==> config.mk <==
export PLATFORM = sky130hd
export DESIGN_NAME = dual_stack_shared_array_unit
export DESIGN_NICKNAME = d
export VERILOG_FILES = /design/src/sv/dssa_pkg.sv /design/src/sv/dssa_mem.sv /design/src/sv/dssa_outq.sv /design/src/sv/dual_stack_shared_array_unit.sv
export SDC_FILE = /design/constraint.sdc
export NUM_CORES = 1
export LEC_CHECK = 0
export ABC_AREA = 1
export BUFFER_PORTS_ARGS = -buffer_cell sky130_fd_sc_hd__clkbuf_2
export CAP_MARGIN = 10
export CELL_PAD_IN_SITES_DETAIL_PLACEMENT = 0
export CELL_PAD_IN_SITES_GLOBAL_PLACEMENT = 1
export CORE_ASPECT_RATIO = 2
export CORE_MARGIN = 3
export CORE_UTILIZATION = 39
export CTS_BUF_LIST = sky130_fd_sc_hd__clkbuf_4 sky130_fd_sc_hd__clkbuf_8
export DETAILED_ROUTE_END_ITERATION = 7
export PLACE_DENSITY_LB_ADDON = 0.1
export SLEW_MARGIN = 40
export SYNTH_ARGS = -nofsm -noshare
export SYNTH_HDL_FRONTEND = slang
export SYNTH_HIERARCHICAL = 1
export SYNTH_SLANG_ARGS = --single-unit
==> constraint.sdc <==
create_clock -name clk -period 4.95 [get_ports clk]
set_input_delay 0.495 -clock clk [delete_from_list [all_inputs] [get_ports clk]]
set_output_delay 0.495 -clock clk [all_outputs]
set_load 0.01 [all_outputs]
==> src/sv/dssa_pkg.sv <==
`timescale 1ns / 1ps
`default_nettype none

package dssa_pkg;

    localparam logic [1:0] OP_PUSH    = 2'd0;
    localparam logic [1:0] OP_POP     = 2'd1;
    localparam logic [1:0] OP_PEEK    = 2'd2;
    localparam logic [1:0] OP_DISPLAY = 2'd3;

    localparam logic [1:0] ST_OK    = 2'd0;
    localparam logic [1:0] ST_FULL  = 2'd1;
    localparam logic [1:0] ST_EMPTY = 2'd2;

    // result queue between the core and the output port
    localparam int QDEPTH = 4;
    localparam int QAW    = 2;
    localparam int QCW    = 3;

    typedef struct packed {
        logic [1:0]         req_type;
        logic               stack_sel;
        logic signed [31:0] push_value;
    } req_t;

    typedef struct packed {
        logic [1:0]         status;
        logic signed [31:0] data;
        logic               last;
    } rsp_t;

    typedef enum logic {
        S_IDLE,
        S_DISP
    } state_t;

endpackage

`default_nettype wire

==> src/sv/dssa_mem.sv <==
`timescale 1ns / 1ps
`default_nettype none

module dssa_mem #(
    parameter int DEPTH = 16,
    parameter int AW    = 4
) (
    input  wire logic                 clk,
    input  wire logic                 we,
    input  wire logic [AW-1:0]        waddr,
    input  wire logic signed [31:0]   wdata,
    input  wire logic                 re,
    input  wire logic [AW-1:0]        raddr,
    output logic signed [31:0]        rdata
);

    logic signed [31:0] mem [DEPTH];

    always_ff @(posedge clk)
    begin
        if (we)
        begin
            mem[waddr] <= wdata;
        end
    end

    always_ff @(posedge clk)
    begin
        if (re)
        begin
            rdata <= mem[raddr];
        end
    end

endmodule

`default_nettype wire

==> src/sv/dssa_outq.sv <==
`timescale 1ns / 1ps
`default_nettype none

module dssa_outq (
    input  wire logic                      clk,
    input  wire logic                      rst_n,
    input  wire logic                      enq,
    input  wire dssa_pkg::rsp_t            enq_item,
    output logic [dssa_pkg::QCW-1:0]       q_count,
    output logic                           rsp_valid,
    input  wire logic                      rsp_ready,
    output dssa_pkg::rsp_t                 rsp
);

    dssa_pkg::rsp_t                 buf_reg [dssa_pkg::QDEPTH];
    logic [dssa_pkg::QAW-1:0]       head_reg, head_next;
    logic [dssa_pkg::QAW-1:0]       tail_reg, tail_next;
    logic [dssa_pkg::QCW-1:0]       cnt_reg, cnt_next;
    logic                           deq;

    assign deq       = rsp_valid && rsp_ready;
    assign rsp_valid = (cnt_reg != '0);
    assign rsp       = buf_reg[head_reg];
    assign q_count   = cnt_reg;

    always_comb
    begin
        head_next = deq ? head_reg + 1'b1 : head_reg;
        tail_next = enq ? tail_reg + 1'b1 : tail_reg;
        cnt_next  = cnt_reg + dssa_pkg::QCW'(enq) - dssa_pkg::QCW'(deq);
    end

    always_ff @(posedge clk or negedge rst_n)
    begin
        if (!rst_n)
        begin
            head_reg <= '0;
            tail_reg <= '0;
            cnt_reg  <= '0;
        end
        else
        begin
            head_reg <= head_next;
            tail_reg <= tail_next;
            cnt_reg  <= cnt_next;
        end
    end

    always_ff @(posedge clk)
    begin
        if (enq)
        begin
            buf_reg[tail_reg] <= enq_item;
        end
    end

    a_no_overflow: assert property (@(posedge clk) disable iff (!rst_n)
        !(enq && cnt_reg == dssa_pkg::QCW'(dssa_pkg::QDEPTH)))
        else $error("result queue written while full");

    a_count_bound: assert property (@(posedge clk) disable iff (!rst_n)
        cnt_reg <= dssa_pkg::QCW'(dssa_pkg::QDEPTH))
        else $error("result queue count out of range");

    a_count_inc: assert property (@(posedge clk) disable iff (!rst_n)
        (enq && !deq) |=> cnt_reg == $past(cnt_reg) + 1'b1)
        else $error("result queue count did not advance");

endmodule

`default_nettype wire

==> src/sv/dual_stack_shared_array_unit.sv <==
`timescale 1ns / 1ps
`default_nettype none

// Channel   Signals                      Direction  Payload
// req       req_valid/req_ready/req      in         req_type, stack_sel, push_value
// rsp       rsp_valid/rsp_ready/rsp      out        status, data, last
//
// Push, and any request on an empty stack, is answered without an array read; its result is queued
// at the accept edge and shows on rsp the cycle after if the result queue was empty.
// Pop and peek make one synchronous read of the shared array and queue the registered read data.
// Display issues one array read per cycle while the result queue has room for its items.
// Reset clears both stack counts; array contents stay undefined until pushed.
// A full four-item result queue holds off new items and display reads.

module dual_stack_shared_array_unit #(
    parameter int DEPTH = 16
) (
    input  wire logic            clk,
    input  wire logic            rst_n,
    input  wire logic            req_valid,
    output logic                 req_ready,
    input  wire dssa_pkg::req_t  req,
    output logic                 rsp_valid,
    input  wire logic            rsp_ready,
    output dssa_pkg::rsp_t       rsp
);

    localparam int AW = (DEPTH > 1) ? $clog2(DEPTH) : 1;
    localparam int CW = $clog2(DEPTH + 1);

    dssa_pkg::state_t         state_reg, state_next;
    logic [CW-1:0]            cnt_lo_reg, cnt_lo_next;
    logic [CW-1:0]            cnt_hi_reg, cnt_hi_next;
    logic [AW-1:0]            ptr_reg, ptr_next;
    logic [CW-1:0]            rem_reg, rem_next;
    logic                     rdv_reg, rdv_next;
    logic                     rlast_reg, rlast_next;

    logic                     accept;
    logic [CW-1:0]            cnt_sel;
    logic [CW:0]              cnt_sum;
    logic [CW:0]              hi_top;
    logic [CW:0]              hi_push;
    logic [CW-1:0]            lo_top;
    logic                     is_full;

    logic                     mem_we;
    logic [AW-1:0]            mem_waddr;
    logic                     mem_re;
    logic [AW-1:0]            mem_raddr;
    logic signed [31:0]       mem_rdata;

    logic                     enq;
    dssa_pkg::rsp_t           enq_item;
    logic [dssa_pkg::QCW-1:0] q_count;
    logic                     q_room;
    logic                     disp_room;

    assign accept    = req_valid && req_ready;
    assign cnt_sel   = req.stack_sel ? cnt_hi_reg : cnt_lo_reg;
    assign cnt_sum   = {1'b0, cnt_lo_reg} + {1'b0, cnt_hi_reg};
    assign is_full   = (cnt_sum >= (CW+1)'(DEPTH));
    assign hi_top    = (CW+1)'(DEPTH) - {1'b0, cnt_hi_reg};
    assign hi_push   = hi_top - 1'b1;
    assign lo_top    = cnt_lo_reg - 1'b1;
    assign q_room    = (q_count < dssa_pkg::QCW'(dssa_pkg::QDEPTH));
    assign disp_room = ((q_count + dssa_pkg::QCW'(rdv_reg))
                        < dssa_pkg::QCW'(dssa_pkg::QDEPTH));

    always_ff @(posedge clk or negedge rst_n)
    begin
        if (!rst_n)
        begin
            state_reg  <= dssa_pkg::S_IDLE;
            cnt_lo_reg <= '0;
            cnt_hi_reg <= '0;
            rdv_reg    <= 1'b0;
            rem_reg    <= '0;
        end
        else
        begin
            state_reg  <= state_next;
            cnt_lo_reg <= cnt_lo_next;
            cnt_hi_reg <= cnt_hi_next;
            rdv_reg    <= rdv_next;
            rem_reg    <= rem_next;
        end
    end

    always_ff @(posedge clk)
    begin
        ptr_reg   <= ptr_next;
        rlast_reg <= rlast_next;
    end

    always_comb
    begin
        state_next  = state_reg;
        cnt_lo_next = cnt_lo_reg;
        cnt_hi_next = cnt_hi_reg;
        ptr_next    = ptr_reg;
        rem_next    = rem_reg;
        rdv_next    = 1'b0;
        rlast_next  = rlast_reg;
        req_ready   = 1'b0;
        mem_we      = 1'b0;
        mem_waddr   = cnt_lo_reg[AW-1:0];
        mem_re      = 1'b0;
        mem_raddr   = ptr_reg;
        enq         = rdv_reg;
        enq_item    = '{status: dssa_pkg::ST_OK, data: mem_rdata, last: rlast_reg};

        unique case (state_reg)
            dssa_pkg::S_IDLE:
            begin
                // hold off while a read result is still on its way
                req_ready = !rdv_reg && q_room;
                if (accept)
                begin
                    if (req.req_type == dssa_pkg::OP_PUSH)
                    begin
                        enq      = 1'b1;
                        enq_item = '{status: is_full ? dssa_pkg::ST_FULL : dssa_pkg::ST_OK,
                                     data: '0, last: 1'b1};
                        if (!is_full)
                        begin
                            mem_we = 1'b1;
                            if (req.stack_sel)
                            begin
                                mem_waddr   = hi_push[AW-1:0];
                                cnt_hi_next = cnt_hi_reg + 1'b1;
                            end
                            else
                            begin
                                mem_waddr   = cnt_lo_reg[AW-1:0];
                                cnt_lo_next = cnt_lo_reg + 1'b1;
                            end
                        end
                    end
                    else if (cnt_sel == '0)
                    begin
                        enq      = 1'b1;
                        enq_item = '{status: dssa_pkg::ST_EMPTY, data: '0, last: 1'b1};
                    end
                    else if (req.req_type == dssa_pkg::OP_DISPLAY)
                    begin
                        // walk ascending array order for both stacks
                        ptr_next   = req.stack_sel ? hi_top[AW-1:0] : '0;
                        rem_next   = cnt_sel;
                        state_next = dssa_pkg::S_DISP;
                    end
                    else
                    begin
                        mem_re     = 1'b1;
                        mem_raddr  = req.stack_sel ? hi_top[AW-1:0] : lo_top[AW-1:0];
                        rdv_next   = 1'b1;
                        rlast_next = 1'b1;
                        if (req.req_type == dssa_pkg::OP_POP)
                        begin
                            if (req.stack_sel)
                            begin
                                cnt_hi_next = cnt_hi_reg - 1'b1;
                            end
                            else
                            begin
                                cnt_lo_next = cnt_lo_reg - 1'b1;
                            end
                        end
                    end
                end
            end
            dssa_pkg::S_DISP:
            begin
                if (disp_room)
                begin
                    mem_re     = 1'b1;
                    mem_raddr  = ptr_reg;
                    rdv_next   = 1'b1;
                    rlast_next = (rem_reg == CW'(1));
                    ptr_next   = ptr_reg + 1'b1;
                    rem_next   = rem_reg - 1'b1;
                    if (rem_reg == CW'(1))
                    begin
                        state_next = dssa_pkg::S_IDLE;
                    end
                end
            end
            default:
            begin
                state_next = dssa_pkg::S_IDLE;
            end
        endcase
    end

    dssa_mem #(
        .DEPTH (DEPTH),
        .AW    (AW)
    ) u_mem (
        .clk   (clk),
        .we    (mem_we),
        .waddr (mem_waddr),
        .wdata (req.push_value),
        .re    (mem_re),
        .raddr (mem_raddr),
        .rdata (mem_rdata)
    );

    dssa_outq u_outq (
        .clk       (clk),
        .rst_n     (rst_n),
        .enq       (enq),
        .enq_item  (enq_item),
        .q_count   (q_count),
        .rsp_valid (rsp_valid),
        .rsp_ready (rsp_ready),
        .rsp       (rsp)
    );

    a_counts_fit: assert property (@(posedge clk) disable iff (!rst_n)
        cnt_sum <= (CW+1)'(DEPTH))
        else $error("stacks overlap in shared array");

    a_ready_no_read: assert property (@(posedge clk) disable iff (!rst_n)
        req_ready |-> (!rdv_reg && state_reg == dssa_pkg::S_IDLE))
        else $error("item taken while a read is outstanding");

    a_disp_rem: assert property (@(posedge clk) disable iff (!rst_n)
        (state_reg == dssa_pkg::S_DISP) |-> (rem_reg != '0))
        else $error("display walk with nothing left");

    a_last_ends_disp: assert property (@(posedge clk) disable iff (!rst_n)
        (state_reg == dssa_pkg::S_DISP && mem_re && rem_reg == CW'(1))
        |=> (rdv_reg && rlast_reg && state_reg == dssa_pkg::S_IDLE))
        else $error("display run not closed with last");

endmodule

`default_nettype wire
==> qor.csv, run 1 <==
metric,value,unit
setup TNS,0,ns
drt wl/cell,19.5,um
clock sinks,713,
hpwl dp,45700,um
initial core utilization,0.394,
Setup Skew,0.0354,ns
Worst slew margin,0.383,
Reg power frac,0.418,
met1 GRT Util,0.224,
Yosys top cell area share,0.664,
Tcrit/Tclk final,0.737,
switching pwr,0.00709,W
first-pass GRT wire length,123000,um
Initial DRC Count,1251,
Synth area leaders,"edfxtp_1, nand2_1, nand3_1",
Startpoint Class,register,
register area share after synthesis,0.683,
CP Data Arrival Time,4.10,ns
internal reg-to-reg setup slack,1.30,ns
"commonest non-fill, non-tap cell in the layout",nand2_1,
Cells after Synth,2945,
I/O Buffers,75,
CTS clock-pin slew for the worst setup and hold paths,0.07,ns
vias per cell,4.80,
Fill cells,7426,
Final setup viols,0,
Max Cap Viol,0,
Syn Area/Cell,10.6,um2
most frequent cells in the layout,"nand2_1, edfxtp_1, inv_1",
"Clk Latency, worst-skew pair",0.75,ns
post-CTS sizing,0,
drt total wl,81200,um
Clock Path Buffers,3,
M3 GR Usage,0.0320,
cell-internal power,0.0119,W
pin count of the biggest net entering global routing,163,
drt drc,0,
"critical path fanouts, max",14,
H-tree lvl count,3,
Clock Power Share,0.248,
GRT Overall Usage,0.197,
synthesis-stage register bit count,713,
worst-margin pin slew,0.926,ns
routability congestion estimate,0.808,
1st-pass router iterations,7,
Area growth syn-to-layout,11.3,%
CTS tree,built,
number of CTS-inserted buffers,104,
Crit Path Category,register to register,
Std-Cell Rows,146,
maximum VDD drop,442,uV
Synth Warn #,6,
hold_buf cts,2,
Final ANT Viol Nets,0,
initial antenna violation count,3,
Mapped Area,31200,um2
Largest register FFs,512,
Die Height,406,um
logic gate share of total power,0.334,
CP startpoint,cnt_hi_reg[1]$_DFFE_PN0P_,
HP Class,input pin to register,
I/O pin cnt,76,
r2r endpoint,u_mem/mem[1][27]$_DFFE_PP_,
HP Start,req[29],
Period minus WS final,3.65,ns
Min-Delay Path Depth,1,
Final Max Tran Viols,0,
die width,206,um
post-CTS setup buffer count,0,
Max Freq,274,MHz
GRT Max-Usage Layer,met2,
RSZ-0062 raised after global routing,no,
syn_nets,3005,
vias in the first global route,20300,
grt met2 use,0.370,
Worst Hold Endpoint,u_mem/mem[9][29]$_DFFE_PP_,
Die ar.,83500,um2
FF-to-FF Start,cnt_hi_reg[1]$_DFFE_PN0P_,
DR vias,20000,
placed cell areas,32600,um2
share of cells above drive strength 1,0.108,
R2R cell count,14,
Final Instance Area,34700,um2
Core Area,79100,um2
cell taking the most area after synthesis,edfxtp_1,
Sw Share,0.373,
crit end category,register,
total grt overflow,0,
Final #Nets,3097,
Final Hold Viols,0,
leakage,14.6,nW
distinct cell type count after synthesis,38,
CP required,5.40,ns
Final Power,0.0190,W
outcome,completed,
Pwr Density,548,nW/um2
clk root buf,clkbuf_8,
Yosys cell counts:
library cell and number:
xor2_1 12, buf_8 1, a21oi_2 1, fa_1 2, buf_2 59, o21ai_2 4, edfxtp_1 689, o211ai_1 1
xnor2_1 9, ha_1 19, buf_1 13, nand3_2 1, nor2_4 1, nand2_1 884, nor3_1 4, o21ai_1 32
o21a_1 1, nor2_1 121, nor2_2 12, inv_4 1, inv_2 5, o21ai_0 59, nor3_2 1, buf_4 7
clkbuf_2 3, buf_12 1, a21oi_4 1, nand4_2 1, mux2i_1 1, inv_1 497, nand3_1 415, a21oi_1 3
nand4_1 1, clkbuf_1 17, nand2_2 2, buf_6 37, dfrtp_1 24, or2_2 3
routing by layer:
| metal | up-vias | part of all wire |
|---|---|---|
| met5 | - | 0 |
| met4 | 0 | 0.029 |
| met3 | 137 | 0.041 |
| met2 | 423 | 0.54 |
| met1 | 9699 | 0.39 |
| li1 | 9725 | - |
cell type report:
class,instances,area (um2),share of cell area
well taps,1036,1300,0.0374
multi-input cells,1591,7200,0.208
flip-flops and latches,713,21300,0.614
diodes,1,2.50,0.0000722
repair buffers,124,915,0.0264
clock inverters,58,365,0.0105
clock buffers,135,1690,0.0487
inverters,503,1900,0.0548
worst max-delay path by stage:
| stage | endpoint | slack [ns] | cells after the start |
|---|---|---|---|
| 5_1_grt | u_mem/mem[1][27]$_DFFE_PP_ | 1.03 | 14 |
| 2_1_floorplan | u_mem/mem[11][0]$_DFFE_PP_ | 1.50 | 13 |
| 4_1_cts | u_mem/rdata[9]$_DFFE_PP_ | 1.34 | 11 |
| 3_3_place_gp | u_mem/rdata[9]$_DFFE_PP_ | 1.36 | 13 |
| 6_report | u_mem/mem[1][27]$_DFFE_PP_ | 1.30 | 14 |
| 3_5_place_dp | u_mem/rdata[9]$_DFFE_PP_ | 1.29 | 13 |
logic make-up after synthesis:
kind of cell	count (synthesis)	synth area share
buffers and inverters	641	0.0905
AO/OA/AOI/OAI	102	0.0175
multiplexers	1	0.000321
XOR/XNOR	21	0.00590
flip-flops	713	0.683
AND/OR/NAND/NOR	1446	0.193
adder cells (fa/ha/maj)	21	0.00892
power groups by stage:
stage | registers (W) | logic, W | clock network, W
4_1_cts | 0.00793 | 0.00650 | 0.00491
6_report | 0.00793 | 0.00634 | 0.00472
3_3_place_gp | 0.00805 | 0.00639 | 0
5_1_grt | 0.00798 | 0.00715 | 0.00516
3_5_place_dp | 0.00806 | 0.00647 | 0
2_1_floorplan | 0.00790 | 0.00456 | 0
critical path: stages, from the launching register on:
cell and delay (ns):
dfrtp_1 0.45, ha_1 0.31, nand3_1 0.07, nand2_1 0.08, nand2_1 0.05, nand2_1 0.05
nand2_1 0.05, nand2_1 0.09, inv_1 0.09, nand2_1 0.11, inv_1 0.11, o21ai_0 0.34
nand3_1 0.41, nor2_4 0.82, buf_4 0.31
metrics by stage:
| stage | setup slack [ns] | hold slack, ns | util | std cells |
|---|---|---|---|---|
| after detailed placement | 1.29 | 0.485 | 0.412 | 3965 |
| after global placement | 1.36 | 0.473 | 0.412 | 3965 |
| after global routing | 1.03 | 0.145 | 0.438 | 4161 |
| after CTS | 1.34 | 0.0678 | 0.438 | 4160 |
| final | 1.30 | 0.160 | 0.438 | 4161 |
| after floorplan | 1.50 | 0.199 | - | 2945 |
(Power assumes the default switching activity.)
==> run 2: changes to the inputs <==
==> constraint.sdc (replaced) <==
create_clock -name clk -period 3.6 [get_ports clk]
set_input_delay 0.36 -clock clk [delete_from_list [all_inputs] [get_ports clk]]
set_output_delay 0.36 -clock clk [all_outputs]
set_load 0.01 [all_outputs]
==> run 2 against run 1 <==
Setup slack lost 0.87 ns; clock skew fell by 0.0041 ns; design area grew 3.2%; first-iteration DRC count is 1.4% higher; sequential share of layout area down 1.9 points; maximum frequency increased by 15%; critical endpoint is now u_mem/mem[14][10]$_DFFE_PP_; flip-flop and latch count unchanged; core utilization rose by 1.4 points; global-route usage shrank 0.070 points; register-to-register slack got worse by 0.87 ns; wire length fell by 0.80%; highest routed layer unchanged; non-clock buffer count is 77 higher.
==> qor.csv, run 2 (same netlist as run 1, synthesis figures left out) <==
metric,value,unit
crit end category,register,
Final Power,0.0272,W
vias per cell,4.76,
total grt overflow,0,
Final Hold Viols,0,
routability congestion estimate,0.826,
Setup Skew,0.0313,ns
drt drc,0,
hold_ws,0.0885,ns
HP Start,req[25],
r2r endpoint,u_mem/mem[14][10]$_DFFE_PP_,
H-tree lvl count,3,
Max Cap Viol,0,
"Clk Latency, worst-skew pair",0.76,ns
die width,206,um
FF-to-FF Start,cnt_hi_reg[4]$_DFFE_PN0P_,
Std-Cell Rows,146,
Fill cells,7378,
GRT Overall Usage,0.196,
area of the multi-input gates,7190,um2
Die ar.,83500,um2
pin count of the biggest net entering global routing,72,
I/O pin cnt,76,
initial core utilization,0.394,
vias in the first global route,20300,
Period minus WS final,3.17,ns
metal1 wirelength,30900,um
Startpoint Class,register,
clk root buf,clkbuf_8,
WL met3,2900,um
"critical path fanouts, max",7,
Final #Nets,3172,
DR vias,20200,
maximum VDD drop,613,uV
"commonest non-fill, non-tap cell in the layout",nand2_1,
drt total wl,80600,um
most frequent cells in the layout,"nand2_1, edfxtp_1, inv_1",
Area growth syn-to-layout,14.9,%
Pwr Density,760,nW/um2
Largest register FFs,512,
CP Data Arrival Time,3.62,ns
1st-pass router iterations,5,
first-pass GRT wire length,122000,um
CTS tree,built,
RSZ-0062 raised after global routing,no,
clock sinks,713,
Final setup viols,0,
R2R cell count,11,
met2 wire len,44400,um
leakage,15.2,nW
post-CTS setup buffer count,0,
DR top layer,met4,
CP required,4.05,ns
worst-margin pin slew,0.794,ns
Die Height,406,um
setup TNS,0,ns
pre-CTS setup slack,0.475,ns
register area,21300,um2
Max Freq,316,MHz
Tcrit/Tclk final,0.880,
Min-Delay Path Depth,1,
outcome,completed,
internal reg-to-reg setup slack,0.43,ns
I/O Buffers,75,
hpwl dp,49000,um
Final Max Tran Viols,0,
initial antenna violation count,4,
Worst slew margin,0.470,
number of CTS-inserted buffers,102,
fin util,0.452,
share of cells above drive strength 1,0.127,
Final WS setup,0.434,ns
HP Class,input pin to register,
CTS clock-pin slew for the worst setup and hold paths,0.07,ns
Core Area,79100,um2
Initial DRC Count,1268,
Clock Path Buffers,3,
drt wl/cell,19.0,um
Worst Hold Endpoint,u_mem/mem[11][25]$_DFFE_PP_,
Final ANT Viol Nets,0,
Crit Path Category,register to register,
run 2: cell types whose count changed in the layout (fill, tap and decap cells not counted), sizes merged:
| cell | before | now |
|---|---|---|
| bufinv | 4 | 11 |
| buf | 47 | 106 |
| inv | 506 | 507 |
| clkbuf | 210 | 200 |
| diode | 1 | 2 |
| dlygate4sd3 | 2 | 20 |
| clkinvlp | 0 | 7 |
| clkinv | 51 | 46 |
run 2: how the worst max path moves through the flow:
| stage | startpoint | endpoint | slack [ns] | cells past startpoint |
|---|---|---|---|---|
| floorplan | cnt_lo_reg[1]$_DFFE_PN0P_ | u_mem/mem[11][0]$_DFFE_PP_ | 0.15 | 13 |
| global placement | cnt_hi_reg[4]$_DFFE_PN0P_ | u_mem/mem[14][8]$_DFFE_PP_ | 0.45 | 11 |
| detailed placement | cnt_hi_reg[4]$_DFFE_PN0P_ | u_mem/mem[14][6]$_DFFE_PP_ | 0.47 | 11 |
| CTS | u_outq/head_reg[0]$_DFFE_PN0P_ | rsp[19] | 0.46 | 6 |
| global route | cnt_lo_reg[1]$_DFFE_PN0P_ | u_mem/mem[14][10]$_DFFE_PP_ | 0.21 | 15 |
| finish | cnt_hi_reg[4]$_DFFE_PN0P_ | u_mem/mem[14][10]$_DFFE_PP_ | 0.43 | 11 |
run 2: through the flow:
| stage | instances | instance area (um2) |
|---|---|---|
| floorplan | 2945 | 31200 |
| global placement | 4024 | 33400 |
| detailed placement | 4024 | 33400 |
| CTS | 4237 | 35800 |
| global route | 4239 | 35800 |
| finish | 4239 | 35800 |
run 2: per-layer routing:
| metal | vias to the layer above | track usage |
|---|---|---|
| li1 | 9882 | - |
| met5 | - | 0 |
| met2 | 366 | 0.375 |
| met3 | 131 | 0.0314 |
| met4 | 0 | 0.0670 |
| met1 | 9780 | 0.218 |
run 2: cell type report:
cell class                      instances  area share
Antenna cell                            2    0.000140
Clock inverter                         68      0.0175
Timing Repair Buffer                  201      0.0527
Inverter                              503      0.0530
Sequential cell                       713       0.595
Multi-Input combinational cell       1591       0.201
Tap cell                             1036      0.0362
Clock buffer                          125      0.0444
run 2: power breakdown:
part           switching (W)  internal [W]  total [W]  leakage (nW)
sequential          0.000430        0.0105     0.0109          6.56
clock                0.00318       0.00374    0.00692          1.15
combinational        0.00632       0.00300    0.00933          7.46
total                0.00993        0.0172     0.0272          15.2
run 2: worst max-delay path: stages, from the launching register on:
cell and delay (ns):
dfrtp_1 0.44, ha_1 0.30, nor3_1 0.30, nand2_1 0.14
inv_1 0.11, nand2_1 0.10, inv_1 0.17, o21ai_0 0.17
inv_1 0.13, nand3_1 0.32, nor2_4 0.45, buf_4 0.24
run 2: repair_timing:
| item | in CTS | in global routing |
|---|---|---|
| hold buffers | 20 | 0 |
| setup endpoints to repair | 0 | 0 |
| resized for setup | 0 | 0 |
| hold endpoints to repair | 239 | 0 |
==> run 3: changes to the inputs <==
==> constraint.sdc (replaced) <==
create_clock -name clk -period 3.3 [get_ports clk]
set_input_delay 0.33 -clock clk [delete_from_list [all_inputs] [get_ports clk]]
set_output_delay 0.33 -clock clk [all_outputs]
set_load 0.01 [all_outputs]
==> run 3 against run 2 <==
Core utilization hardly changed; via count is 1.5% higher; sequential power increased by 8%; first-iteration DRC count is 2.1% lower; critical path type unchanged; clock power rose by 7.2%; die area unchanged; highest routed layer unchanged.
==> qor.csv, run 3 (same netlist as run 1, synthesis figures left out) <==
metric,value,unit
outcome,completed,
Final Hold Viols,0,
pre-CTS setup slack,0.0959,ns
Final ANT Viol Nets,0,
Final setup viols,0,
clk root buf,clkbuf_8,
Worst Hold Endpoint,u_mem/mem[15][15]$_DFFE_PP_,
R2R cell count,14,
drt wl/cell,19.2,um
cell-internal power,0.0187,W
I/O Buffers,75,
Min-Delay Path Depth,1,
Crit Path Category,register to register,
maximum VDD drop,483,uV
Fill cells,7483,
Tcrit/Tclk final,0.919,
total grt overflow,0,
Die ar.,83500,um2
clock sinks,713,
DR vias,20500,
vias in the first global route,20900,
share of cells above drive strength 1,0.132,
Startpoint Class,register,
Max Freq,330,MHz
HP Class,input pin to register,
CP Data Arrival Time,3.47,ns
hpwl dp,51400,um
"commonest non-fill, non-tap cell in the layout",nand2_1,
Clock Power Share,0.251,
Clock Path Buffers,3,
Worst slew margin,0.516,
die width,206,um
Final #Nets,3183,
initial core utilization,0.394,
"Clk Latency, worst-skew pair",0.77,ns
Setup Skew,0.0377,ns
CTS clock-pin slew for the worst setup and hold paths,0.07,ns
internal reg-to-reg setup slack,0.27,ns
first-pass GRT wire length,125000,um
switching pwr,0.0109,W
hold_ws,0.0764,ns
FF-to-FF Start,cnt_lo_reg[4]$_DFFE_PN0P_,
GRT Overall Usage,0.199,
Core Area,79100,um2
worst-margin pin slew,0.726,ns
most frequent cells in the layout,"nand2_1, edfxtp_1, inv_1",
worst-path cell chain,"ha_1, nor3_1, nand2_1, inv_1, nand3_1, nor2_1, nor2_1, buf_4, inv_1, nand2_1, buf_4, nor2_4, buf_8, buf_8",
drt drc,0,
I/O pin cnt,76,
pin count of the biggest net entering global routing,72,
1st-pass router iterations,7,
r2r endpoint,u_mem/mem[2][16]$_DFFE_PP_,
crit end category,register,
logic gate share of total power,0.350,
CTS tree,built,
CP required,3.74,ns
initial antenna violation count,2,
Final WS setup,0.269,ns
Die Height,406,um
HP Start,req[15],
routability congestion estimate,0.794,
Pwr Density,827,nW/um2
H-tree lvl count,3,
Sw Share,0.369,
DP Cell Count,4046,
"critical path fanouts, max",16,
fin util,0.453,
vias per cell,4.82,
Initial DRC Count,1241,
Max Cap Viol,0,
Final Max Tran Viols,0,
drt total wl,81600,um
leakage,15.2,nW
Std-Cell Rows,146,
number of CTS-inserted buffers,102,
RSZ-0062 raised after global routing,no,
Period minus WS final,3.03,ns
Reg power frac,0.399,
Final Non-Filler Cells,4245,
"Slowest-stage cell, CP",dfrtp_1,
Largest register FFs,512,
Critical Path Max Stage Delay,0.39,ns
Area growth syn-to-layout,14.9,%
==> run 3: changes by cell type in the layout (fill, tap and decap cells not counted), sizes merged <==
cell         before  now
buf             106  128
inv             507  504
bufinv           11    9
clkinvlp          7    1
clkbuf          200  208
clkinv           46   44
dlygate4sd3      20    9
==> run 3: worst max-delay path: cells and delay by family, from the launching register on <==
kind | cells | cell delay (ns)
flops | 1 | 0.39
simple gates | 7 | 1.10
fa+ha+maj | 1 | 0.29
buf+inv | 6 | 0.91
==> run 3: worst max path at each step <==
stage                                    from                    endpoint  slack [ns]  cells past startpoint
floorplan           cnt_lo_reg[1]$_DFFE_PN0P_  u_mem/mem[11][0]$_DFFE_PP_       -0.15                     13
global placement    cnt_lo_reg[1]$_DFFE_PN0P_  u_mem/mem[3][24]$_DFFE_PP_       -0.08                     16
detailed placement                    req[32]    u_mem/rdata[5]$_DFFE_PP_         0.1                     15
CTS                 cnt_lo_reg[0]$_DFFE_PN0P_    u_mem/rdata[8]$_DFFE_PP_        0.12                     16
global route        cnt_hi_reg[1]$_DFFE_PN0P_  u_mem/mem[9][18]$_DFFE_PP_        0.03                     16
finish              cnt_lo_reg[4]$_DFFE_PN0P_  u_mem/mem[2][16]$_DFFE_PP_        0.27                     14
==> run 3: what timing repair did <==
action / 4_1_cts / 5_1_grt
endpoints found under the hold margin: 114 / 0
hold buffers: 9 / 0
gates resized for setup: 0 / 1
endpoints found under the setup margin: 0 / 20
buffers inserted: 0 / 0
==> run 3: per-stage QoR <==
stage	power (W)	instance area [um2]	TNS [ns]
3_3_place_gp	0.0225	33300	-5.64
3_5_place_dp	0.0226	33600	0
2_1_floorplan	0.0187	31200	-61.93
6_report	0.0296	35800	0
5_1_grt	0.0316	35800	0
4_1_cts	0.0301	35800	0
==> run 3: layout make-up <==
cell class	instances	area [um2]	area share
tap	1036	1300	0.0362
multi-input combinational	1591	7190	0.201
sequential	713	21300	0.595
clock inverter	55	487	0.0136
clock buffer	133	1650	0.0461
inverter	503	1900	0.0530
timing repair buffer	212	1980	0.0553
antenna	2	5.00	0.000140
==> run 3: layer usage <==
| metal | GRT usage | vias to the layer above | share of wire |
|---|---|---|---|
| met2 | 0.367 | 455 | 0.53 |
| met3 | 0.0348 | 116 | 0.045 |
| met5 | 0 | - | 0 |
| met1 | 0.235 | 9998 | 0.40 |
| li1 | - | 9897 | - |
| met4 | 0.0587 | 0 | 0.023 |
==> run 3: power by group through the flow <==
stage               Combinational (W)  Sequential, W  Clock [W]
floorplan                     0.00684         0.0118          0
global placement               0.0105         0.0120          0
detailed placement             0.0106         0.0120          0
CTS                            0.0106         0.0118    0.00768
global route                   0.0117         0.0119    0.00807
finish                         0.0104         0.0118    0.00742
